**src/lsc_pkg.sv**
```systemverilog
// shared types and constants for the load/store two-way write-back cache
`default_nettype none

package lsc_pkg;

	localparam int SETS_DEF = 8;
	localparam int MEM_WORDS_DEF = 128;
	localparam int SAVED_REGS_DEF = 8;
	localparam int QUEUE_DEPTH = 2;
	localparam int REG_IDX_W = 4;

	localparam logic [5:0] OP_LW = 6'd35;
	localparam logic [5:0] OP_SW = 6'd43;

	localparam logic [4:0] SAVED_MASK = 5'b11000;
	localparam logic [4:0] SAVED_BASE = 5'b10000;
	localparam logic [4:0] SAVED_SEL = 5'b00111;

	localparam logic [31:0] MEM_INIT_BIAS = 32'd5;

	typedef enum logic [2:0] {
		ST_OK = 3'd0,
		ST_BAD_OP = 3'd1,
		ST_BAD_RS = 3'd2,
		ST_BAD_RT = 3'd3,
		ST_RANGE = 3'd4
	} status_t;

	typedef struct packed {
		status_t status;
		logic is_load;
		logic [REG_IDX_W-1:0] rs;
		logic [REG_IDX_W-1:0] rt;
		logic [15:0] offset;
	} entry_t;

	typedef enum logic [2:0] {
		BK_INIT,
		BK_IDLE,
		BK_ADDR,
		BK_DIV,
		BK_LOOK,
		BK_EXEC,
		BK_FAIL
	} back_state_t;

endpackage

`default_nettype wire

```
**src/lsc_front.sv**
```systemverilog
// front end: takes instruction beats, decodes and classifies them
`default_nettype none

module lsc_front
	import lsc_pkg::*;
#(
	parameter int SAVED_REGS = SAVED_REGS_DEF
) (
	input logic clk,
	input logic arst_n,
	input logic init_busy,
	input logic in_valid,
	output logic in_stall,
	input logic [31:0] instruction_word,
	output logic push,
	output entry_t push_ent,
	input logic q_ready
);

	logic vld_s1;
	entry_t ent_s1;
	entry_t ent_c;
	logic accept;
	logic [5:0] op;
	logic [4:0] rs_field;
	logic [4:0] rt_field;
	logic [REG_IDX_W-1:0] rs_idx;
	logic [REG_IDX_W-1:0] rt_idx;

	function automatic logic [REG_IDX_W-1:0] saved_idx(input logic [4:0] field);
		logic [REG_IDX_W-1:0] k;
		k = REG_IDX_W'(field & SAVED_SEL);
		if ((field & SAVED_MASK) == SAVED_BASE && k < REG_IDX_W'(SAVED_REGS)) begin
			return REG_IDX_W'(k + 1'b1);
		end
		return '0;
	endfunction

	always_comb begin
		op = instruction_word[31:26];
		rs_field = instruction_word[25:21];
		rt_field = instruction_word[20:16];
		rs_idx = saved_idx(rs_field);
		rt_idx = saved_idx(rt_field);
		ent_c.is_load = (op == OP_LW);
		ent_c.rs = rs_idx;
		ent_c.rt = rt_idx;
		ent_c.offset = instruction_word[15:0];
		if (op != OP_LW && op != OP_SW) begin
			ent_c.status = ST_BAD_OP;
		end else if (rs_field != 5'd0 && rs_idx == '0) begin
			ent_c.status = ST_BAD_RS;
		end else if (rt_idx == '0) begin
			ent_c.status = ST_BAD_RT;
		end else begin
			ent_c.status = ST_OK;
		end
	end

	assign in_stall = init_busy | (vld_s1 & ~q_ready);
	assign accept = in_valid & ~in_stall;
	assign push = vld_s1;
	assign push_ent = ent_s1;

	always_ff @(posedge clk or negedge arst_n) begin
		if (!arst_n) begin
			vld_s1 <= 1'b0;
		end else begin
			vld_s1 <= accept | (vld_s1 & ~q_ready);
		end
	end

	always_ff @(posedge clk) begin
		if (accept) begin
			ent_s1 <= ent_c;
		end
	end

endmodule

`default_nettype wire

```
**config.mk**
```make
export PLATFORM = sky130hd
export DESIGN_NAME = lsc_front
export DESIGN_NICKNAME = d
export VERILOG_FILES = /design/src/lsc_pkg.sv /design/src/lsc_front.sv
export SDC_FILE = /design/constraint.sdc
export NUM_CORES = 1
export LEC_CHECK = 0
export BUFFER_PORTS_ARGS = -buffer_cell sky130_fd_sc_hd__buf_2
export CAP_MARGIN = 25
export CORE_UTILIZATION = 37
export DETAILED_ROUTE_END_ITERATION = 7
export GPL_ROUTABILITY_DRIVEN = 0
export GPL_TIMING_DRIVEN = 1
export PLACE_DENSITY = 0.68
export SLEW_MARGIN = 20
export SYNTH_ARGS = -nofsm -noshare
export SYNTH_HDL_FRONTEND = slang
export SYNTH_SLANG_ARGS = --single-unit
export TNS_END_PERCENT = 1
```
**constraint.sdc**
```tcl
create_clock -name clk -period 4.8 [get_ports clk]
set_input_delay 0.96 -clock clk [delete_from_list [all_inputs] [get_ports clk]]
set_output_delay 0.96 -clock clk [all_outputs]
set_load 0.05 [all_outputs]
```
## Word level (Yosys, flattened, before mapping)

Cells that the tools add are included.

- Register bits: 29
- Bits of input ports: 37
- Output and inout bits: 30
- Logic and storage cells: 38

- Add/sub/neg operators: 2
- Magnitude comparators: 2
- Eq/ne operators: 5
- Muxes and demuxes: 8
- Bitwise logic cells: 6
- Reductions and logical operators: 8

Operators by type and width:

| kind | count |
|---|---|
| two-way mux 4 bit | 4 |
| inequality test 6 bit, second input constant | 2 |
| adder 3 x 1 -> 4 bit, second input constant | 2 |
| zero test 4 bit | 2 |
| less-than comparator 3 x 4 -> 1 bit, second input constant | 2 |
| equality test 6 bit, second input constant | 1 |
| nonzero test 5 bit | 1 |
| equality test 2 bit, second input constant | 2 |
| logical AND 1 bit | 4 |
| two-way mux 2 bit | 2 |
| bitwise AND 1 bit | 2 |
| two-way mux 1 bit | 2 |
| NOT 1 bit | 2 |
| OR 1 bit | 2 |
| OR reduction 2 bit | 1 |

## Longest topological paths before layout

Gate-level depths: netlist (run 1).

- Depth after elaboration: 7
- Gate-level depth with buffers: 6
- Gate-level depth less buffers: 6

## Least setup slack after synthesis (run 1)

No wires, ideal clock.

- Path type: input to register
- Start point: in q_ready
- End point: reg ent_s1 (netlist bit push_ent[0]), enable pin
- Library setup time: 0.451 ns
- Arrival: 3.126 ns
- Setup slack: 1.223 ns
- Cell stages on the path: 2
- Path buffers: 0
- Cells stage by stage: nand2b_1 nor3b_1

- Word-level cells in the longest chain between the ends: 5

RTL lines:

| item | line | RTL |
|---|---|---|
| start: declaration | lsc_front.sv:17 | `input logic q_ready` |
| NOT 1 bit | lsc_front.sv:60 | `assign in_stall = init_busy \| (vld_s1 & ~q_ready);` |
| bitwise AND 1 bit | lsc_front.sv:60 |  |
| OR 1 bit | lsc_front.sv:60 |  |
| NOT 1 bit | lsc_front.sv:61 | `assign accept = in_valid & ~in_stall;` |
| bitwise AND 1 bit | lsc_front.sv:61 |  |
| net accept | lsc_front.sv:23 | `logic accept;` |
| end signal: assignment | lsc_front.sv:75 | `ent_s1 <= ent_c;` |
| end: declaration | lsc_front.sv:21 | `entry_t ent_s1;` |

The timed path passes the listed nets, and every way through them passes these cells.
A chain may end at the register's enable or synchronous reset.

## Worst setup path in the final report (run 1)

- Start point: in q_ready
- End point: out in_stall

- Word-level cells in the longest chain between the ends: 3

RTL lines:

| item | line | RTL |
|---|---|---|
| NOT 1 bit | lsc_front.sv:60 |  |
| bitwise AND 1 bit | lsc_front.sv:60 |  |
| OR 1 bit | lsc_front.sv:60 |  |
| end: declaration | lsc_front.sv:13 | `output logic in_stall,` |

No other way between the ends.

==> metrics.md, run 1 <==
| Metric | Value |
|---|---|
| Critical Path AT | `about 1.5 ns` |
| Cell count after synthesis | `67` |
| RSZ-0062 raised after global routing | `no` |
| Max Fclk | `about 0.40 GHz` |
| First-pass GRT wire length | `between 2 and 3 mm` |
| Total Neg Setup Slack | `0 ns` |
| Die extent in x | `56.0 um` |
| Rows | `19` |
| Unique masters post-synth | `23` |
| Die ar. | `approximately 3100 um^2` |
| Core Region | `~2800 um^2` |
| Lkg Pwr | `0.686 nW` |
| Register area | `~840 um^2` |
| Critical path peak fanout | `3` |
| Req. time, crit path | `3.84 ns` |
| Worst R2R Start | `push$_DFF_PN0_` |
| Crit path launch type | `input pin` |
| Total grt overflow | `0` |
| Cts bufs inserted | `3` |
| Router iterations before antenna repair | `3` |
| CP endpoint kind | `primary output` |
| Post_cts resized | `0` |
| Initial antenna violation count | `0` |
| Top post-synthesis cells by area | `edfxtp_1 75%, ha_1 3.5%, nor2_1 3.1%, dfrtp_1 2.3%, inv_1 1.7%` |
| Vias in the first global route | `between 600 and 700` |
| Gr usage total | `0.119` |
| DRC violations left | `0` |
| Crit path launch | `q_ready` |
| I/O pins | `67` |
| Area fraction of the dominant cell type after synthesis | `0.753` |
| Tcrit/Tclk final | `0.520` |
| Vias | `roughly 760` |
| Syn. warnings | `0` |
| Dpl cell area | `~1400 um^2` |
| Layout cell share with drive strength beyond 1 | `0.537` |
| Outcome | `completed` |
| Sequential area share after synthesis | `0.776` |
| # diodes | `0` |
| Final Hold Fails | `0` |
| Post-Syn Area | `1080 um^2` |
| PwrDens | `339 nW/um^2` |
| Tot Pwr | `just over 0.0005 W` |
| Initial Utilization | `0.391` |
| IO buf count | `65` |
| CTS sink cnt | `28` |
| Worst-path clk slew | `about 0.13 ns` |
| DRT iter0 DRCs | `31` |
| Post-Syn Nets | `107` |
| Max_cap viols | `0` |
| Area Growth Syn to Fin | `39.1%` |
| DP HPWL | `about 1.5 mm` |
| WL per Instance | `11.3 um` |
| Hold buffers post-CTS | `0` |
| Worst hold-check path type | `in2async` |
| Setup bufs post-CTS | `0` |
| Clk buf depth | `2` |
| Slack of the critical path | `2.30 ns` |
| Final ANT Viol Nets | `0` |
| Largest net degree at the start of global routing | `28` |
| Final-report setup violation count | `0` |
| Clock Skew | `about 0.0063 ns` |
| TritonCTS clock tree | `yes` |
| Final Net Count | `between 150 and 200` |
| Setup CP Type | `in2out` |
| Area leader, netlist | `edfxtp_1` |
| Skew-Pair Late Insertion Delay | `around 0.31 ns` |
| Die height | `between 50 and 60 um` |
| Placed Cells | `163` |
| Vias/cell | `4.57` |
| Post-Route WL | `roughly 1.9 mm` |
| CTS H-Tree Depth | `1` |
| Peak supply drop | `roughly 0.28 mV` |
| CTS root buf | `clkbuf_4` |
| Finished Layout Cells | `167` |
| Max-slew violation count | `0` |
| #FFs+latches synth | `28` |
| Worst slack, placed | `between 2 and 2.5 ns` |
| Filler cell count | `229` |
| Finished Cell Area | `roughly 1500 um^2` |
| Post-Syn Area per Cell | `~16 um^2` |
| Area of the multi-input gates | `220 um^2` |
| Crit path time final | `between 2 and 2.5 ns` |
area by class of cell:
| type | instances | area share |
|---|---|---|
| well taps | 31 | 0.0259 |
| repair buffers | 66 | 0.222 |
| multi-input cells | 33 | 0.147 |
| flip-flops and latches | 28 | 0.558 |
| clock buffers | 3 | 0.0150 |
| clock inverters | 1 | 0.0200 |
| inverters | 5 | 0.0125 |
cell usage in the layout (no fill, tap or decap), types with 2 or more instances in the layout:
| master | synthesis | routed |
|---|---|---|
| clkbuf_4 | 0 | 3 |
| edfxtp_1 | 27 | 27 |
| xnor2_1 | 2 | 2 |
| ha_1 | 3 | 3 |
| buf_2 | 0 | 65 |
| nor2_1 | 9 | 9 |
| nand2_1 | 2 | 2 |
| inv_1 | 5 | 5 |
| nand2b_1 | 2 | 2 |
| nand3_1 | 2 | 2 |
critical path: stages:
cell and delay (ns):
buf_2 0.10, nand2b_1 0.16, nand2b_1 0.07, buf_2 0.25
final timing paths:
check / to / slack (ns) / cells past startpoint
worst min register to register: push$_DFF_PN0_ / 0.57 / 2
worst max register to register: push_ent[12]$_DFFE_PP_ / 3.49 / 3
max in group asynchronous: push$_DFF_PN0_ / 4.33 / 1
worst max-delay path: in_stall / 2.30 / 4
min in group clk: push$_DFF_PN0_ / 0.57 / 2
worst min-delay path: push$_DFF_PN0_ / 0.39 / 1
flip-flops by register name (all words and copies together) (netlist names):
signal    flops
push          1
push_ent     27
power breakdown:
part           leakage (nW)  internal (W)  total [W]  switching (W)
Clock                0.0279     0.0000844   0.000146      0.0000613
Combinational         0.389     0.0000242  0.0000814      0.0000572
Sequential            0.270      0.000279   0.000281     0.00000215
Total                 0.686      0.000388   0.000508       0.000121
cells by family (layout without fill, tap and decap cells):
kind of cell,after synthesis,in the layout,share of synthesized area
fa+ha+maj,3,3,0.0348
xor+xnor,2,2,0.0163
simple gates,21,21,0.108
flops,28,28,0.776
buf+inv,6,75,0.0244
other cells,1,1,0.00348
compound gates,6,6,0.0372
Yosys cell counts:
cell,instances
nand2b_4,1
o21ai_0,1
nand3_1,2
ha_1,3
nor4bb_1,1
a211o_1,1
nor3b_1,1
a21oi_1,1
nand2b_1,2
nor4b_1,1
and3_1,1
dfrtp_1,1
conb_1,1
buf_4,1
nor2_2,1
a21o_1,1
o211ai_1,1
a31oi_1,1
xnor2_1,2
nand2_1,2
edfxtp_1,27
inv_1,5
nor2_1,9
through the flow:
step	util	hold WS (ns)
final	0.544	0.394
after global routing	0.544	0.365
after CTS	0.544	0.372
after detailed placement	0.525	0.556
after global placement	0.525	0.518
after floorplan	-	0.664
layer usage:
metal  share of wire  vias to the layer above  wire [um]  track usage
li1                -                      378          -            -
met1            0.39                      340        731        0.131
met2            0.50                       44        950        0.204
met3           0.095                        2        178       0.0302
met4           0.012                        0         22       0.0732
met5               0                        -          0            0
Note: power is estimated with default switching activity, not from simulation.
==> inputs of run 2 (changes only) <==
==> constraint.sdc (replaced) <==
create_clock -name clk -period 2.3 [get_ports clk]
set_input_delay 0.46 -clock clk [delete_from_list [all_inputs] [get_ports clk]]
set_output_delay 0.46 -clock clk [all_outputs]
set_load 0.05 [all_outputs]
==> run 2 against run 1 <==
Net effect:
- worst setup slack worse by 1.6 ns
- via count is 1.6% lower
- cell count is 0.60% higher
- routed wire length shrank 0.90%
- first-iteration DRC count shrank 58%
- register-to-register slack worse by 2.6 ns
- non-clock buffer count grew 1
- hold slack lost 0.083 ns
- combinational power increased by 110%
- total power grew 94%
- sequential share of layout area did not move
- clock power up 53%
- critical path type is now reg2out
==> metrics.md, run 2 (synthesized netlist as in run 1, its figures left out) <==
| Metric | Value |
|---|---|
| Critical path cell sequence | `nand2b_1, nand2b_1, buf_2` |
| Cts bufs inserted | `3` |
| Router iterations before antenna repair | `3` |
| Worst-path clk slew | `about 0.14 ns` |
| Worst R2R Start | `push$_DFF_PN0_` |
| PwrDens | `~660 nW/um^2` |
| Rows | `19` |
| Max_cap viols | `0` |
| First-pass GRT wire length | `between 2 and 3 mm` |
| Post-Route WL | `1.87 mm` |
| # diodes | `0` |
| Area Growth Syn to Fin | `39.1%` |
| Total grt overflow | `0` |
| Largest stage delay on the critical path | `around 0.37 ns` |
| Initial Utilization | `0.391` |
| Crit-path most repeated cell | `nand2b_1` |
| IO buf count | `between 60 and 70` |
| Vias in the first global route | `about 710` |
| Worst hold-check path type | `in2reg` |
| Hold depth | `1` |
| Hold WS | `0.311 ns` |
| Final-report setup violation count | `0` |
| Hold EP | `push_ent[4]$_DFFE_PP_` |
| Setup CP Type | `reg2out` |
| DRC violations left | `0` |
| Util after Layout | `0.544` |
| Critical Path AT | `around 1.1 ns` |
| Clk buf depth | `2` |
| Total Neg Setup Slack | `0 ns` |
| CTS H-Tree Depth | `1` |
| Core Region | `around 2800 um^2` |
| Hold path start | `instruction_word[4]` |
| Crit path max-delay family | `flip-flops` |
| Register-to-register setup slack | `about 0.94 ns` |
| Max Fclk | `between 0.6 and 0.7 GHz` |
| R2R depth | `3` |
| RSZ-0062 raised after global routing | `no` |
| Die extent in x | `between 50 and 60 um` |
| Req. time, crit path | `1.84 ns` |
| CTS sink cnt | `28` |
| Final Net Count | `~180` |
| Largest net degree at the start of global routing | `28` |
| Max-slew violation count | `0` |
| Crit path buffers/inverters | `1` |
| Initial antenna violation count | `0` |
| DRT iter0 DRCs | `13` |
| Die height | `approximately 56 um` |
| Skew-Pair Late Insertion Delay | `~0.31 ns` |
| Critical path peak fanout | `3` |
| DP HPWL | `between 1 and 1.5 mm` |
| Vias/cell | `4.48` |
| WL per Instance | `11.1 um` |
| Crit path launch type | `flop` |
| Final ANT Viol Nets | `0` |
| Die ar. | `3130 um^2` |
| Gr usage total | `0.127` |
| Commonest cells after routing, fill and taps aside | `65 x buf_2, 27 x edfxtp_1, 9 x nor2_1` |
| I/O pins | `67` |
| Final Hold Fails | `0` |
| Tot Pwr | `slightly below 0.001 W` |
| Crit path time final | `between 1.5 and 2 ns` |
| Outcome | `completed` |
| TritonCTS clock tree | `yes` |
| Worst path slowest cell | `dfrtp_1` |
| CTS root buf | `clkbuf_4` |
| Clock Skew | `slightly above 0.007 ns` |
| Vias | `approximately 750` |
| Lkg Pwr | `0.685 nW` |
| Max reg flops | `27` |
| Layout cell share with drive strength beyond 1 | `0.533` |
| CP endpoint kind | `primary output` |
| Peak supply drop | `0.422 mV` |
| Reg-to-reg endpoint | `push_ent[24]$_DFFE_PP_` |
| Tcrit/Tclk final | `0.675` |
| Post_cts resized | `0` |
| Most common cell after layout, fill and taps aside | `buf_2` |
run 2: cell count changes in the layout (fill, tap and decap cells not counted):
cell,previous run,this run
nor3b_2,1,0
clkbuf_8,0,1
bufinv_16,1,0
dlygate4sd3_1,0,1
nor3b_4,0,1
run 2: power breakdown:
| group | internal, W | switching, W |
|---|---|---|
| combinational | 0.0000525 | 0.000121 |
| clock | 0.0000966 | 0.000128 |
| sequential | 0.000582 | 0.00000400 |
run 2: timing repair:
item	in CTS	in global routing
hold buffers	1	0
setup buffers	0	0
hold endpoints to repair	1	0
run 2: cell type report:
type	instances	area, um^2
fill	249	1260
sequential	28	836
timing repair buffer	67	343
multi-input combinational	33	226
tap	31	38.8
clock buffer	4	36.3
inverter	5	18.8
run 2: how the worst max path moves through the flow:
stage / startpoint / to / depth (start not counted)
5_1_grt: push$_DFF_PN0_ / in_stall / 3
3_5_place_dp: instruction_word[21] / push_ent[25]$_SDFFCE_PP1P_ / 7
2_1_floorplan: push$_DFF_PN0_ / push_ent[0]$_DFFE_PP_ / 2
6_report: push$_DFF_PN0_ / in_stall / 3
3_3_place_gp: instruction_word[21] / push_ent[25]$_SDFFCE_PP1P_ / 6
4_1_cts: push$_DFF_PN0_ / in_stall / 3
run 2: routing by layer:
metal / vias to the layer above / track usage / wire (um)
met2: 44 / 0.230 / 930
met5: - / 0 / 0
met4: 0 / 0.0732 / 19
met1: 328 / 0.131 / 721
met3: 2 / 0.0326 / 195
li1: 378 / - / -
run 2: stage by stage:
step | cells | setup WS [ns] | instance area [um^2]
after global placement | 163 | 0.590 | 1450
final | 168 | 0.747 | 1500
after CTS | 168 | 0.729 | 1500
after global routing | 168 | 0.671 | 1500
after detailed placement | 163 | 0.539 | 1450
after floorplan | 67 | 0.0397 | 1080
