<file path="src/lsc_pkg.sv">
// shared types and constants for the load/store two-way write-back cache
`default_nettype none

package lsc_pkg;

	localparam int SETS_DEF = 8;
	localparam int MEM_WORDS_DEF = 128;
	localparam int SAVED_REGS_DEF = 8;
	localparam int QUEUE_DEPTH = 2;
	localparam int REG_IDX_W = 4;

	localparam logic [5:0] OP_LW = 6'd35;
	localparam logic [5:0] OP_SW = 6'd43;

	localparam logic [4:0] SAVED_MASK = 5'b11000;
	localparam logic [4:0] SAVED_BASE = 5'b10000;
	localparam logic [4:0] SAVED_SEL = 5'b00111;

	localparam logic [31:0] MEM_INIT_BIAS = 32'd5;

	typedef enum logic [2:0] {
		ST_OK = 3'd0,
		ST_BAD_OP = 3'd1,
		ST_BAD_RS = 3'd2,
		ST_BAD_RT = 3'd3,
		ST_RANGE = 3'd4
	} status_t;

	typedef struct packed {
		status_t status;
		logic is_load;
		logic [REG_IDX_W-1:0] rs;
		logic [REG_IDX_W-1:0] rt;
		logic [15:0] offset;
	} entry_t;

	typedef enum logic [2:0] {
		BK_INIT,
		BK_IDLE,
		BK_ADDR,
		BK_DIV,
		BK_LOOK,
		BK_EXEC,
		BK_FAIL
	} back_state_t;

endpackage

`default_nettype wire

</file>
<file path="src/lsc_queue.sv">
// short fifo of decoded items between front and back
`default_nettype none

module lsc_queue
	import lsc_pkg::*;
(
	input logic clk,
	input logic arst_n,
	input logic push,
	input entry_t push_ent,
	output logic ready,
	input logic pop,
	output logic head_vld,
	output entry_t head_ent
);

	localparam int PW = $clog2(QUEUE_DEPTH);
	localparam int CW = $clog2(QUEUE_DEPTH + 1);

	entry_t slot_q [QUEUE_DEPTH];
	logic [PW-1:0] wr_ptr_q;
	logic [PW-1:0] rd_ptr_q;
	logic [CW-1:0] cnt_q;
	logic push_ok;
	logic pop_ok;

	assign ready = (cnt_q != CW'(QUEUE_DEPTH));
	assign head_vld = (cnt_q != '0);
	assign head_ent = slot_q[rd_ptr_q];
	assign push_ok = push & ready;
	assign pop_ok = pop & head_vld;

	always_ff @(posedge clk or negedge arst_n) begin
		if (!arst_n) begin
			wr_ptr_q <= '0;
			rd_ptr_q <= '0;
			cnt_q <= '0;
		end else begin
			if (push_ok) begin
				wr_ptr_q <= (wr_ptr_q == PW'(QUEUE_DEPTH - 1)) ? '0 : PW'(wr_ptr_q + 1'b1);
			end
			if (pop_ok) begin
				rd_ptr_q <= (rd_ptr_q == PW'(QUEUE_DEPTH - 1)) ? '0 : PW'(rd_ptr_q + 1'b1);
			end
			cnt_q <= CW'(cnt_q + CW'(push_ok) - CW'(pop_ok));
		end
	end

	always_ff @(posedge clk) begin
		if (push_ok) begin
			slot_q[wr_ptr_q] <= push_ent;
		end
	end

endmodule

`default_nettype wire

</file>
<file path="config.mk">
export PLATFORM = sky130hd
export DESIGN_NAME = lsc_queue
export DESIGN_NICKNAME = d
export VERILOG_FILES = /design/src/lsc_pkg.sv /design/src/lsc_queue.sv
export SDC_FILE = /design/constraint.sdc
export NUM_CORES = 1
export LEC_CHECK = 0
export BUFFER_PORTS_ARGS = -buffer_cell sky130_fd_sc_hd__buf_2
export CAP_MARGIN = 20
export CORE_ASPECT_RATIO = 0.6
export CORE_MARGIN = 4
export CORE_UTILIZATION = 51
export DETAILED_ROUTE_END_ITERATION = 8
export PLACE_DENSITY = 0.86
export SYNTH_ARGS = -nofsm -noshare
export SYNTH_HDL_FRONTEND = slang
export SYNTH_SLANG_ARGS = --single-unit
</file>
<file path="constraint.sdc">
create_clock -name clk -period 3.16 [get_ports clk]
set_input_delay 0.632 -clock clk [delete_from_list [all_inputs] [get_ports clk]]
set_output_delay 0.632 -clock clk [all_outputs]
set_load 0.05 [all_outputs]
</file>
* Yosys cells after proc, flatten, opt, wreduce, memory -nomap -nowiden *
Memory sizes are Yosys's and may differ from the RTL's.
Cells that the tools add are included.

storage, ports and cells
  register bits after elaboration = 4
  bits in latches = 0
  RAM bits = 56
  memory bits (read-only) = 0
  input bits = 32
  word-level logic and storage cells = 16
  memories kept = 1

cells by class
  add/sub/neg operators = 4
  $mul = 0
  divide/modulo/power cells = 0
  $lt $le $gt $ge = 0
  equal/unequal tests = 1
  shifts and indexed selects = 0
  multiplexer cells = 4
  bitwise logic cells = 2
  reductions and logical operators = 1

memory list
  name    depth  width  rd ports  clocked after Yosys merged registers in  write ports  RTL line         source
  slot_q  2      28     1         0                                        1            lsc_queue.sv:20  entry_t slot_q [QUEUE_DEPTH];

operators by type and width
  operator             number
  $mux 1               4
  $add 1x1->1 const B  2
  $add 2x1->2          1
  $and 1x1->1          2
  $ne 2x2->1 const B   1
  $reduce_bool 2->1    1
  $sub 2x1->2          1

* Longest topological paths before layout *
Gate-level depths: netlist of run 1.

  word-level depth = 4
  mapped depth = 5

* Worst setup path after synthesis of run 1 *
No wires, ideal clock.

  kind = reg2reg
  from = register cnt_q[0]
  to = memory slot_q[0][0] in the netlist's numbering, enable pin
  setup time = 0.413 ns
  arrival = 2.255 ns
  setup slack = 0.492 ns
  stages on the path, launching flop included = 4
  clock period less this slack = 2.668 ns
  cells stage by stage = dfrtp_1 nand2b_1 nand2_1 nor2_1

between the ends
  cells in the longest elaborated chain, start to end = 4

RTL lines
  what                          RTL line         source
  start: declaration            lsc_queue.sv:23  logic [CW-1:0] cnt_q;
  start signal: assignment      lsc_queue.sv:45  cnt_q <= CW'(cnt_q + CW'(push_ok) - CW'(pop_ok));
  $ne 2x2->1                    lsc_queue.sv:27  assign ready = (cnt_q != CW'(QUEUE_DEPTH));
  named net ready               lsc_queue.sv:11  output logic ready,
  $and 1x1->1                   lsc_queue.sv:30  assign push_ok = push & ready;
  $mux 1                        lsc_queue.sv:50  if (push_ok) begin
  $mux 1 (not written as such)  lsc_queue.sv:51  slot_q[wr_ptr_q] <= push_ent;
  end: declaration              lsc_queue.sv:20

The timed path passes the listed nets, and every way through them passes these cells.

==> flow_results.org, run 1 <==
** Status
- Outcome :: finished, final reports clean

** Floorplan
- Die area :: 5550 um2
- For this design the top-level I/O count stands at 62.
- Starting density of the core :: a little over half
- The core region is about 4200 um2.
- The floorplan step set the die height to between 50 and 60 um.
- The die is roughly 94 um wide.
- Number of standard-cell rows in the floorplan :: 18

** Cells and area
- Share of cells above drive strength 1 :: roughly three fifths
- The final layout contains between 200 and 250 nets.
- Layout overhead on the synthesized area :: 26.0%
- Leaving out fill and tap cells, the most frequent cell in the layout is buf_2.
- Antenna cell count :: 0
- The top cell types in the final layout, fill and taps aside, are 61 x buf_2, 56 x edfxtp_1, 28 x mux2_2.

** Power
- Total power consumption of the routed design :: 3.11 mW
- Net switching is a little over two fifths of the power.
- The internal power of the cells totals roughly 1.8 mW.
- Sequential cells account for a little under two fifths of the total power.
- Leakage power total :: 1.07 nW
- Peak ir drop on the vdd network :: about 0.75 mV
- The clock network is responsible for around a fifth of the overall power.
- Switch Pwr :: roughly 1.3 mW
- Power density relative to cell area :: around 1100 nW/um2
- Combinational logic burns 41.2% of the power.

** STA
- RSZ-0062 raised after global routing :: false
- Worst setup skew after layout :: a little under 7 ps
- In the finished design, the share of the clock period the worst path needs comes to between 70% and 80%.
- Final period demand of the worst path :: approximately 2500 ps
- Worst-case setup margin in the final layout :: 654 ps
- The final number of max-transition violations is 0.
- Derived from the worst setup path, the maximum achievable clock frequency is approximately 0.40 GHz.
- Worst slew pin tran :: ~400 ps
- Setup violations remaining at the end of the flow were counted as 0.
- Max-slew headroom :: between 70% and 80%
- Number of hold-slack violations in the final timing report :: 0
- Setup TNS after final layout :: 0 ps

** Setup path
- For the worst setup path, the data arrival time is approximately 1900 ps.
- Crit-path max FO :: 20
- STA classifies the critical path startpoint as a flop.
- Type of the worst setup path :: flop to primary output
- Critical path data required time :: 2530 ps
- Critical Path End Type :: primary output

** Place
- Routability-driven placement finished with a final weighted congestion of about 0.70.
- Buffers placed on the I/O ports in this run total 61.
- OpenSTA, run right after detailed placement, puts the worst setup slack at roughly 1000 ps.
- Placed wire-length estimate after detailed placement :: around 2.7 mm

** Detailed routing
- The pre-antenna-repair detailed-routing pass consisted of 4 iterations.
- Vias :: roughly 1200
- For this run, design rule violations remaining after detail routing come to 0.
- Final wirelength :: 3.93 mm
- DR top layer :: met4
- After detailed routing, the met2 layer carries 1.88 mm of wire.
- Routed length on met1 :: between 1.5 and 2 mm
- The first routing iteration left 51 violations.
- Via density per instance :: ~5
- Routed length per placed instance :: between 15 and 20 um
- The routed design uses 324 um of met3 wire.
- Final antenna-violating net count :: 0

** Clocking
- Counting every sink on the clock net gives 60.
- In this run the post-CTS setup repair buffer count came out at 0.
- CTS placed an instance of clkbuf_8 at the clock tree root.
- Clock Latency Late Sink :: approximately 330 ps
- Maximum buffer depth of the clock tree :: 2
- Number of buffers created by CTS :: 9
- Post-CTS Hold Fix Bufs :: 0
- After clock tree synthesis, the clock-pin slew on the worst setup and hold paths is 60 ps.
- TritonCTS clock tree :: yes
- CTS HTree Levels :: 3
- Post-cts gate resize count :: 0

** Synthesis
- The synthesized netlist occupies a cell area of ~2200 um2.
- The cell count after synthesis came out at between 100 and 150.
- Post-synthesis register bit count :: 60
- Of the post-synthesis cell area, the dominant cell type holds around three quarters.
- Synthesis instantiated 19 different standard cells from the library.
- Avg Cell Area, Syn :: a little over 20 um2
- The share of the Yosys chip area taken by registers is slightly below 80%.
- Number of warning messages in the yosys log :: 0
- Synthesized Nets :: approximately 140
- In the post-synthesis netlist, the biggest area contributors are edfxtp_1 75%, mux2_2 14%, dfrtp_1 4.5%.
- edfxtp_1 takes more of the synthesized area than any other cell.

** Global route
- The first global-routing pass estimated 6.07 mm of wire.
- For this run, the total global-route usage over all layers was measured as between 10% and 20%.
- Pin count of the biggest net entering global routing :: 29
- The number of antenna violations at the first check in global routing came to 0.
- Number of global-route vias before repair :: between 1000 and 1500
- Global routing finished with a remaining overflow of 0.

** Worst hold path
- The tightest min-delay check is of the input pin to async pin type.

** Flow run
- Max-cap check violation count :: 0
-- cells in the mapped netlist --
library cell	count
a211oi_1	1
a21bo_1	1
a32oi_1	1
and3_1	1
buf_2	1
buf_4	1
buf_6	1
dfrtp_1	4
edfxtp_1	56
ha_1	1
mux2_2	28
nand2_1	2
nand2b_1	1
nand3_1	1
nor2_1	3
nor2b_1	1
o21ai_0	1
or2_2	1
xnor2_1	3
-- cells by family after synthesis --
logic type | count (synthesis) | share of synthesized area, %
AND/OR/NAND/NOR | 10 | 2.18
multiplexers | 28 | 14.1
adder cells (fa/ha/maj) | 1 | 0.559
buffers and inverters | 3 | 1.06
AO/OA/AOI/OAI | 4 | 1.40
XOR/XNOR | 3 | 1.17
flip-flops | 60 | 79.6
-- power by group through the flow --
stage / Combinational, mW / Clock [mW] / Sequential, mW
CTS: 1.29 / 0.677 / 1.18
finish: 1.28 / 0.657 / 1.18
global route: 1.35 / 0.719 / 1.20
detailed placement: 1.29 / 0 / 1.19
global placement: 1.27 / 0 / 1.17
floorplan: 1.05 / 0 / 1.15
-- per-layer routing --
metal  global-route usage (%)  vias to the layer above
met3                     8.76                        5
met2                     24.7                       48
met1                     18.0                      583
li1                         -                      569
met5                        0                        -
met4                     7.41                        0
-- per-stage QoR --
stage / hold WS (ps) / std cells / instance area (um2) / util, %
2_1_floorplan: 336 / 109 / 2240 / -
3_3_place_gp: 438 / 230 / 2620 / 62.9
3_5_place_dp: 446 / 230 / 2620 / 62.9
4_1_cts: 77.9 / 246 / 2820 / 67.7
5_1_grt: 73.4 / 246 / 2820 / 67.7
6_report: 103 / 246 / 2820 / 67.7
-- worst max-delay path, stage by stage, from the launching register on --
cell     delay, ps
dfrtp_1        580
buf_4          360
mux2_2         380
buf_2          210
-- worst paths after layout --
path / from / endpoint / slack (ps) / cells after the start
setup / recovery: rd_ptr_q / head_ent[22] / 650 / 3
hold / removal: arst_n / wr_ptr_q / 100 / 1
setup reg to reg: cnt_q[0] / slot_q[0][15] / 1650 / 4
hold reg to reg: wr_ptr_q / wr_ptr_q / 510 / 1
max in group asynchronous: arst_n / rd_ptr_q / 2930 / 1
min in group clk: push_ent[6] / slot_q[1][6] / 490 / 1
-- flip-flops by register name, indices dropped and copies added, names as in the netlist --
| register | flops |
|---|---|
| rd_ptr_q | 1 |
| slot_q | 56 |
| wr_ptr_q | 1 |
| cnt_q | 2 |
-- layout make-up --
| type | instances | area, um2 |
|---|---|---|
| multi-input cells | 46 | 437 |
| fillers | 285 | 1340 |
| flip-flops and latches | 60 | 1780 |
| clock buffers | 9 | 124 |
| clock inverters | 7 | 77.6 |
| repair buffers | 64 | 328 |
| well taps | 60 | 75.1 |
No activity file was read; power rests on OpenSTA's default activity.
==> inputs of run 2 (changes only) <==
--- a/config.mk
+++ b/config.mk
@@ -5,13 +5,14 @@
 export SDC_FILE = /design/constraint.sdc
 export NUM_CORES = 1
 export LEC_CHECK = 0
+export ABC_AREA = 1
 export BUFFER_PORTS_ARGS = -buffer_cell sky130_fd_sc_hd__buf_2
 export CAP_MARGIN = 20
 export CORE_ASPECT_RATIO = 0.6
 export CORE_MARGIN = 4
-export CORE_UTILIZATION = 51
+export CORE_UTILIZATION = 46
 export DETAILED_ROUTE_END_ITERATION = 8
-export PLACE_DENSITY = 0.86
+export PLACE_DENSITY = 0.82
 export SYNTH_ARGS = -nofsm -noshare
 export SYNTH_HDL_FRONTEND = slang
 export SYNTH_SLANG_ARGS = --single-unit
==> constraint.sdc (replaced) <==
create_clock -name clk -period 2.2 [get_ports clk]
set_input_delay 0.44 -clock clk [delete_from_list [all_inputs] [get_ports clk]]
set_output_delay 0.44 -clock clk [all_outputs]
set_load 0.05 [all_outputs]
==> run 2 against run 1 <==
First-iteration DRC count increased by 29%. Setup slack got worse by 470 ps. Sequential cell count unchanged. Core utilization decreased by 6.0 points. Via count increased by 21%. Count of clock-buffer cells in the layout unchanged. Global-route usage decreased by 1.4 points. Clock skew decreased by 2.9 ps. Sequential share of layout area decreased by 1.5 points. Register-to-register slack got worse by 900 ps. Highest routed layer unchanged. Worst hold slack improved by 190 ps.
==> flow_results.org, run 2 <==
** Status
- Outcome :: finished, final reports clean

** Synthesis
- Post-synth ARST share :: under 10%
- Count of flip-flops with a built-in enable after synthesis :: 56
- Largest family of logic cells by synthesized area :: simple AND/OR/NAND/NOR gates
- Sequential elements use roughly four fifths of the synthesized area.
- The Yosys step of the flow raised 0 warnings.
- Synthesized Nets :: between 200 and 250
- Yosys mapped the design onto 16 distinct sky130hd cell types.
- Top cells by instance count after synthesis :: 91 x nand2_1, 56 x edfxtp_1, 6 x inv_1
- Avg Cell Area, Syn :: about 13 um2
- Of the total synthesized cell area, the portion taken by XOR and XNOR cells is less than 1%.
- After technology mapping, the gate count stands at 178.
- Share of the synthesized area in the top cell type :: between 70% and 80%
- Mapped cell area :: about 2300 um2
- Cell with the most instances after synthesis :: nand2_1
- Largest cells by area after synthesis :: edfxtp_1 74%, nand2_1 15%, dfrtp_1 4.4%
- Of the total synthesized cell area, the portion taken by full adders, half adders and majority gates is less than 1%.
- Cell type contributing the most total cell area after synthesis :: edfxtp_1
- Basic-gate share of the synthesized area counting and, or, nand and nor cells :: 17.0%
- Share of cell area taken by muxes after synthesis :: 0%
- Synthesis inferred 60 register bits.
- Compound-gate portion of the synthesized area :: less than 1%
- For this run, the leading register cell type out of synthesis is edfxtp_1.

** Global route
- Overflow left after global routing :: 0
- The number of antenna violations at the first check in global routing is 0.
- Number of global-route vias before repair :: 1429
- Pin count of the biggest net entering global routing :: 30
- Global routing consumed, over all layers together, ~14% of the routing resources.
- The first global-routing pass estimated 6.62 mm of wire.

** Place
- Summed over all nets, the half-perimeter wirelength after detailed placement is around 2.8 mm.
- The count of buffers added on input and output ports is approximately 60.
- Final weighted congestion in routability-driven placement :: 0.808

** Floorplan
- Measured along the x axis, the die boundary spans approximately 99 um.
- Die area :: just over 6000 um2
- In this run the count of I/O pins placed on the die edge is between 60 and 70.
- Once the floorplan was initialized, standard cells occupied just under 50% of the core.
- In this run the vertical extent of the chip is ~62 um.
- Number of standard-cell rows in the floorplan :: 19
- The core region is approximately 4700 um2.

** Setup path
- For the worst setup path, the data arrival time is between 1500 and 2000 ps.
- Most common cell type on the critical path :: nand2_1
- Launch instance of the worst register-to-register path :: cnt_q[1]
- Type of the worst setup path :: flop to primary output
- At the worst endpoint, the required time is 1760 ps.
- Critical Path End Type :: primary output
- The worst setup path is launched from a flop.
- Sequence of cells on the critical path :: inv_2 -> nand2_1 -> nand2_1 -> buf_2
- Crit-path max FO :: 29
- Crit path launch :: rd_ptr_q
- Critical-path top delay cell :: dfrtp_1
- Slowest Stage Delay on Critical Path :: just under 400 ps

** STA
- The final number of max-transition violations came to 0.
- For the finished layout, the period the worst path requires is around 2000 ps.
- Worst slew pin tran :: roughly 500 ps
- Headroom to the max-slew limit came out at between 60 and 70%.
- Final critical-path share of the clock period :: between 90 and 100%
- For this run, the top clock speed supported by timing is 0.497 GHz.
- RSZ-0062 raised after global routing :: false
- Worst setup skew after layout :: 3.97 ps
- Setup total negative slack on the finished layout was measured at 0 ps.
- Final setup viols :: 0
- The final-report hold violation count is 0.

** Detailed routing
- Number of design rule violations left after detail routing :: 0
- TritonRoute pass-1 iters :: 4
- Routed length per placed instance :: 13.1 um
- Final antenna-violating net count :: 0
- Via density per instance :: roughly 4.6
- For this block, the initial DRC count from the detailed router was 66.
- Vias :: ~1500
- Final wirelength :: slightly above 4 mm

** Clocking
- CTS HTree Levels :: 3
- Clock root buffer :: clkbuf_8
- Maximum buffer depth of the clock tree :: 2
- After clock tree synthesis, the clock-pin slew on the worst setup and hold paths is 70 ps.
- The number of clock buffers added by TritonCTS is 9.
- Clock Latency Late Sink :: ~330 ps
- For this design, the sink count on the clock tree is 60.
- TritonCTS built the clock tree.

** Cells and area
- Net count, final :: 283
- Sequential cell area :: roughly 1800 um2
- Share of cells above drive strength 1 :: between 30% and 40%
- Number of filler cells placed in the layout :: ~360
- Register with the most flip-flops :: slot_q
- Layout overhead on the synthesized area :: 27.1%
- Leaving out fill and tap cells, the most frequent cells in the layout are 91 x nand2_1, 61 x buf_2, 56 x edfxtp_1.
- Most common cell after layout, fill and taps aside :: nand2_1
- Max FFs per register :: 56
- The largest registers in the layout are slot_q (56), cnt_q (2).
- 0 antenna diodes ended up in the layout.
- Summing all multi-input logic gate instances after layout gives ~420 um2.

** Worst hold path
- In this run the most critical hold path is launched from push_ent[12].
- Hold/Removal Path Class :: input pin to flop

** Flow run
- Max-cap check violation count :: 0
==> run 2: changes by cell type after synthesis, moves of 2 or more <==
cell and change:
xnor2_1 -3, buf_4 +3, inv_2 +2, nand2_2 +2
nand2_1 +89, inv_1 +6, mux2_2 -28
==> run 2: repair_timing <==
item | CTS | global route
setup endpoints to repair | 0 | 0
hold buffers | 1 | 0
buffers inserted | 0 | 0
hold endpoints to repair | 4 | 0
resized for setup | 0 | 0
==> run 2: per-stage QoR <==
step | util (%) | hold WS (ps) | instance area [um2] | setup slack [ps] | std cells
global placement | 56.6 | 252 | 2650 | 530 | 301
global route | 61.7 | 276 | 2890 | 5.28 | 317
finish | 61.7 | 295 | 2890 | 188 | 317
detailed placement | 56.6 | 252 | 2650 | 504 | 301
CTS | 61.7 | 275 | 2890 | 139 | 317
floorplan | - | 144 | 2280 | 223 | 178
==> run 2: worst max-delay path: cells and delay by family, from the launching register on <==
| family | cells | cell delay [ps] |
|---|---|---|
| buf+inv | 2 | 640 |
| flops | 1 | 390 |
| simple gates | 2 | 200 |
==> run 2: worst paths after layout <==
kind                                 endpoint  slack, ps  cells after the start
worst min register to register       wr_ptr_q        580                      2
max in group asynchronous            cnt_q[0]       1640                      2
worst max-delay path              head_ent[7]        190                      4
min in group asynchronous            wr_ptr_q        440                      2
worst min-delay path            slot_q[1][12]        290                      1
worst max register to register       cnt_q[1]        750                     11
==> run 2: cells by family (layout without fill, tap and decap cells) <==
logic type               Yosys count  after routing
AND/OR/NAND/NOR                  100            100
flip-flops                        60             60
buffers and inverters             14             90
AO/OA/AOI/OAI                      2              2
adder cells (fa/ha/maj)            1              1
XOR/XNOR                           1              1
==> run 2: layout make-up <==
class                   instances  area share, %
clock buffers                   9           4.29
clock inverters                 6           3.59
inverters                       8           1.04
multi-input cells             104           14.5
flip-flops and latches         60           61.6
well taps                      63           2.73
repair buffers                 67           12.2
==> run 2: layer usage <==
layer | global-route usage, % | up-vias | wire length (um)
li1 | - | 733 | -
met4 | 6.13 | 0 | 44
met2 | 20.8 | 63 | 1850
met3 | 7.47 | 6 | 433
met5 | 0 | - | 0
met1 | 18.1 | 655 | 1830
Power of run 2 is not shown: default switching activity piles up to over one toggle a cycle in this logic, so the estimate is an artifact.
==> inputs of run 3 (changes only) <==
--- a/config.mk
+++ b/config.mk
@@ -10,9 +10,9 @@
 export CAP_MARGIN = 20
 export CORE_ASPECT_RATIO = 0.6
 export CORE_MARGIN = 4
-export CORE_UTILIZATION = 46
+export CORE_UTILIZATION = 55
 export DETAILED_ROUTE_END_ITERATION = 8
-export PLACE_DENSITY = 0.82
+export PLACE_DENSITY = 0.91
 export SYNTH_ARGS = -nofsm -noshare
 export SYNTH_HDL_FRONTEND = slang
 export SYNTH_SLANG_ARGS = --single-unit
==> constraint.sdc (replaced) <==
create_clock -name clk -period 2.5 [get_ports clk]
set_input_delay 0.5 -clock clk [delete_from_list [all_inputs] [get_ports clk]]
set_output_delay 0.5 -clock clk [all_outputs]
set_load 0.05 [all_outputs]
==> run 3 against run 2 <==
Count of clock-buffer cells in the layout increased by 1. Sequential cell count unchanged. Clock skew increased by 1.1 ps. Core utilization increased by 12 points. Critical path depth unchanged. Register-to-register slack improved by 320 ps. Die area decreased by 15%. Worst hold slack improved by 73 ps. Cell count decreased by 4.7%. Sequential share of layout area increased by 1.4 points. Setup slack improved by 260 ps. Via count decreased by 0.27%. Critical path type unchanged. Critical endpoint is now head_ent[16].
==> flow_results.org, run 3 (same netlist as run 2, synthesis figures left out) <==
** Global route
- The layer flagged by global routing as most heavily used is met2.
- Entering global routing, the biggest net connects 30 pins.
- Overall fraction of global-route tracks in use :: between 15 and 20%
- Global routing consumed, on the met3 layer, under 10% of the routing resources.
- Number of global-route vias before repair :: ~1400
- Met1 capacity usage during global routing :: 21.1%
- Antenna violations before repair :: 0
- Met2 Track Usage GR :: roughly 27%
- The total overflow left after global routing is 0.
- First-pass GRT wire length :: about 6.7 mm

** Cells and area
- Max FFs per register :: 56
- Most common cell after layout, fill and taps aside :: nand2_1
- Registers with the most flip-flops :: slot_q (56), cnt_q (2)
- Layout overhead on the synthesized area :: 24.3%
- 0 antenna diodes ended up in the layout.
- Commonest cells after routing, fill and taps aside :: 91 x nand2_1, 61 x buf_2, 56 x edfxtp_1
- Register with the most flip-flops :: slot_q
- Share of cells above drive strength 1 :: about 33%
- Net count, final :: roughly 280

** Floorplan
- Placeable Area :: between 3000 and 4000 um2
- From left edge to right edge, the die measures approximately 91 um.
- The floorplan step defined a die boundary enclosing approximately 5300 um2.
- For this configuration, the core starts out at a cell density of approximately 59%.
- Number of standard-cell rows in the floorplan :: 17
- The floorplan step set the die height to between 50 and 60 um.
- I/O pin count :: 62

** STA
- The final number of max-transition violations came to 0.
- Setup repair after global routing left no endpoint under its margin.
- Setup violations remaining at the end of the flow were counted as 0.
- For this run, the top clock speed supported by timing is between 0.4 and 0.5 GHz.
- Headroom to the max-slew limit came out at between 60% and 70%.
- Worst slew pin tran :: 492 ps
- Final critical-path share of the clock period :: 82.1%
- The final-report hold violation count is 0.
- Setup TNS after final layout :: 0 ps
- Worst setup skew after layout :: 5.09 ps
- Final period demand of the worst path :: just over 2000 ps

** Status
- Outcome :: finished, final reports clean

** Detailed routing
- In this run, the number of DRC markers left after iteration 0 of detailed routing was 96.
- Number of design rule violations left after detail routing :: 0
- Final wirelength :: 4.21 mm
- Via density per instance :: just under 5
- In this run the remaining antenna-violating nets after routing total 0.
- For this run, the detailed router's first-pass iteration total came to 4.
- In the final routed layout, each cell accounts on average for ~14 um.
- Summing over every cut layer, the via total after detailed routing is 1453.

** Clocking
- The H-tree generated during clock tree synthesis spans 3 levels.
- TritonCTS built the clock tree.
- The cell sitting at the root of the clock tree is a clkbuf_8.
- The tree built by TritonCTS fans out to 60 sinks.
- Buffers inserted during post-CTS setup optimization :: 0
- Maximum buffer depth of the clock tree :: 2
- Clock Latency Late Sink :: 310 ps
- Number of buffers created by CTS :: 9
- Worst-path clk slew :: ~70 ps

** Setup path
- Data arrival, critical path :: between 1500 and 2000 ps
- Along the worst path, the maximum fanout reaches 29.
- The most critical setup path has its startpoint at rd_ptr_q.
- Launch instance of the worst register-to-register path :: cnt_q[1]
- By startpoint and endpoint, the worst setup path is classified as flop to primary output.
- STA puts the critical path data required time at 2000 ps.
- Nature of the critical path startpoint :: flop
- STA classifies the critical path endpoint as a primary output.

** Flow run
- Max-cap check violation count :: 0

** Worst hold path
- The tightest min-delay check is of the input pin to flop type.
- The startpoint identified for the worst hold timing path is push_ent[22].

** Place
- During placement, the flow inserted port buffers numbering 61.
- Final weighted congestion in routability-driven placement :: 0.779
- Placed wire-length estimate after detailed placement :: between 2 and 3 mm
[run 3: changes by cell type in the layout (fill, tap and decap cells not counted)]
| cell | previous run | this run |
|---|---|---|
| clkbuf_1 | 0 | 1 |
| clkinv_1 | 1 | 2 |
| clkinvlp_4 | 0 | 1 |
| bufinv_16 | 3 | 1 |
[run 3: layer usage]
metal | up-vias | wire (um)
met4 | 0 | 0
met2 | 57 | 1970
met1 | 664 | 1800
met3 | 0 | 428
li1 | 732 | -
met5 | - | 0
[run 3: worst max-delay path, stage by stage (launching register included)]
cell and delay [ps]:
dfrtp_1 380, inv_2 370, nand2_1 140, nand2_1 80, buf_2 260
[run 3: cell type report]
type | count | area [um2]
Clock buffer | 10 | 128
Timing Repair Buffer | 67 | 353
Inverter | 8 | 30.0
Sequential cell | 60 | 1780
Multi-Input combinational cell | 104 | 419
Tap cell | 47 | 58.8
Clock inverter | 6 | 55.1
Fill cell | 281 | 1000
[run 3: metrics by stage]
stage                     hold slack [ps]  cells  utilization, %  setup WS (ps)  cell area, um2
final                                 368    302            73.8            447            2830
after global routing                  351    302            73.8            295            2830
after CTS                             350    302            73.8            422            2830
after detailed placement              317    285            68.8            774            2630
after global placement                317    285            68.8            809            2630
after floorplan                       204    178               -           83.7            2270
[run 3: worst paths after layout]
path | slack [ps] | cells after the start | to
setup / recovery | 450 | 4 | head_ent[16]
hold / removal | 370 | 1 | slot_q[1][22]
setup reg to reg | 1070 | 11 | cnt_q[1]
hold reg to reg | 570 | 2 | wr_ptr_q
max in group asynchronous | 1850 | 2 | cnt_q[1]
min in group asynchronous | 520 | 2 | cnt_q[0]
[run 3: what timing repair did]
item / in CTS / in global routing
gates resized for setup: 0 / 0
endpoints found under the hold margin: 4 / 0
hold buffers: 1 / 0
Power of run 3 is left out for the same reason.
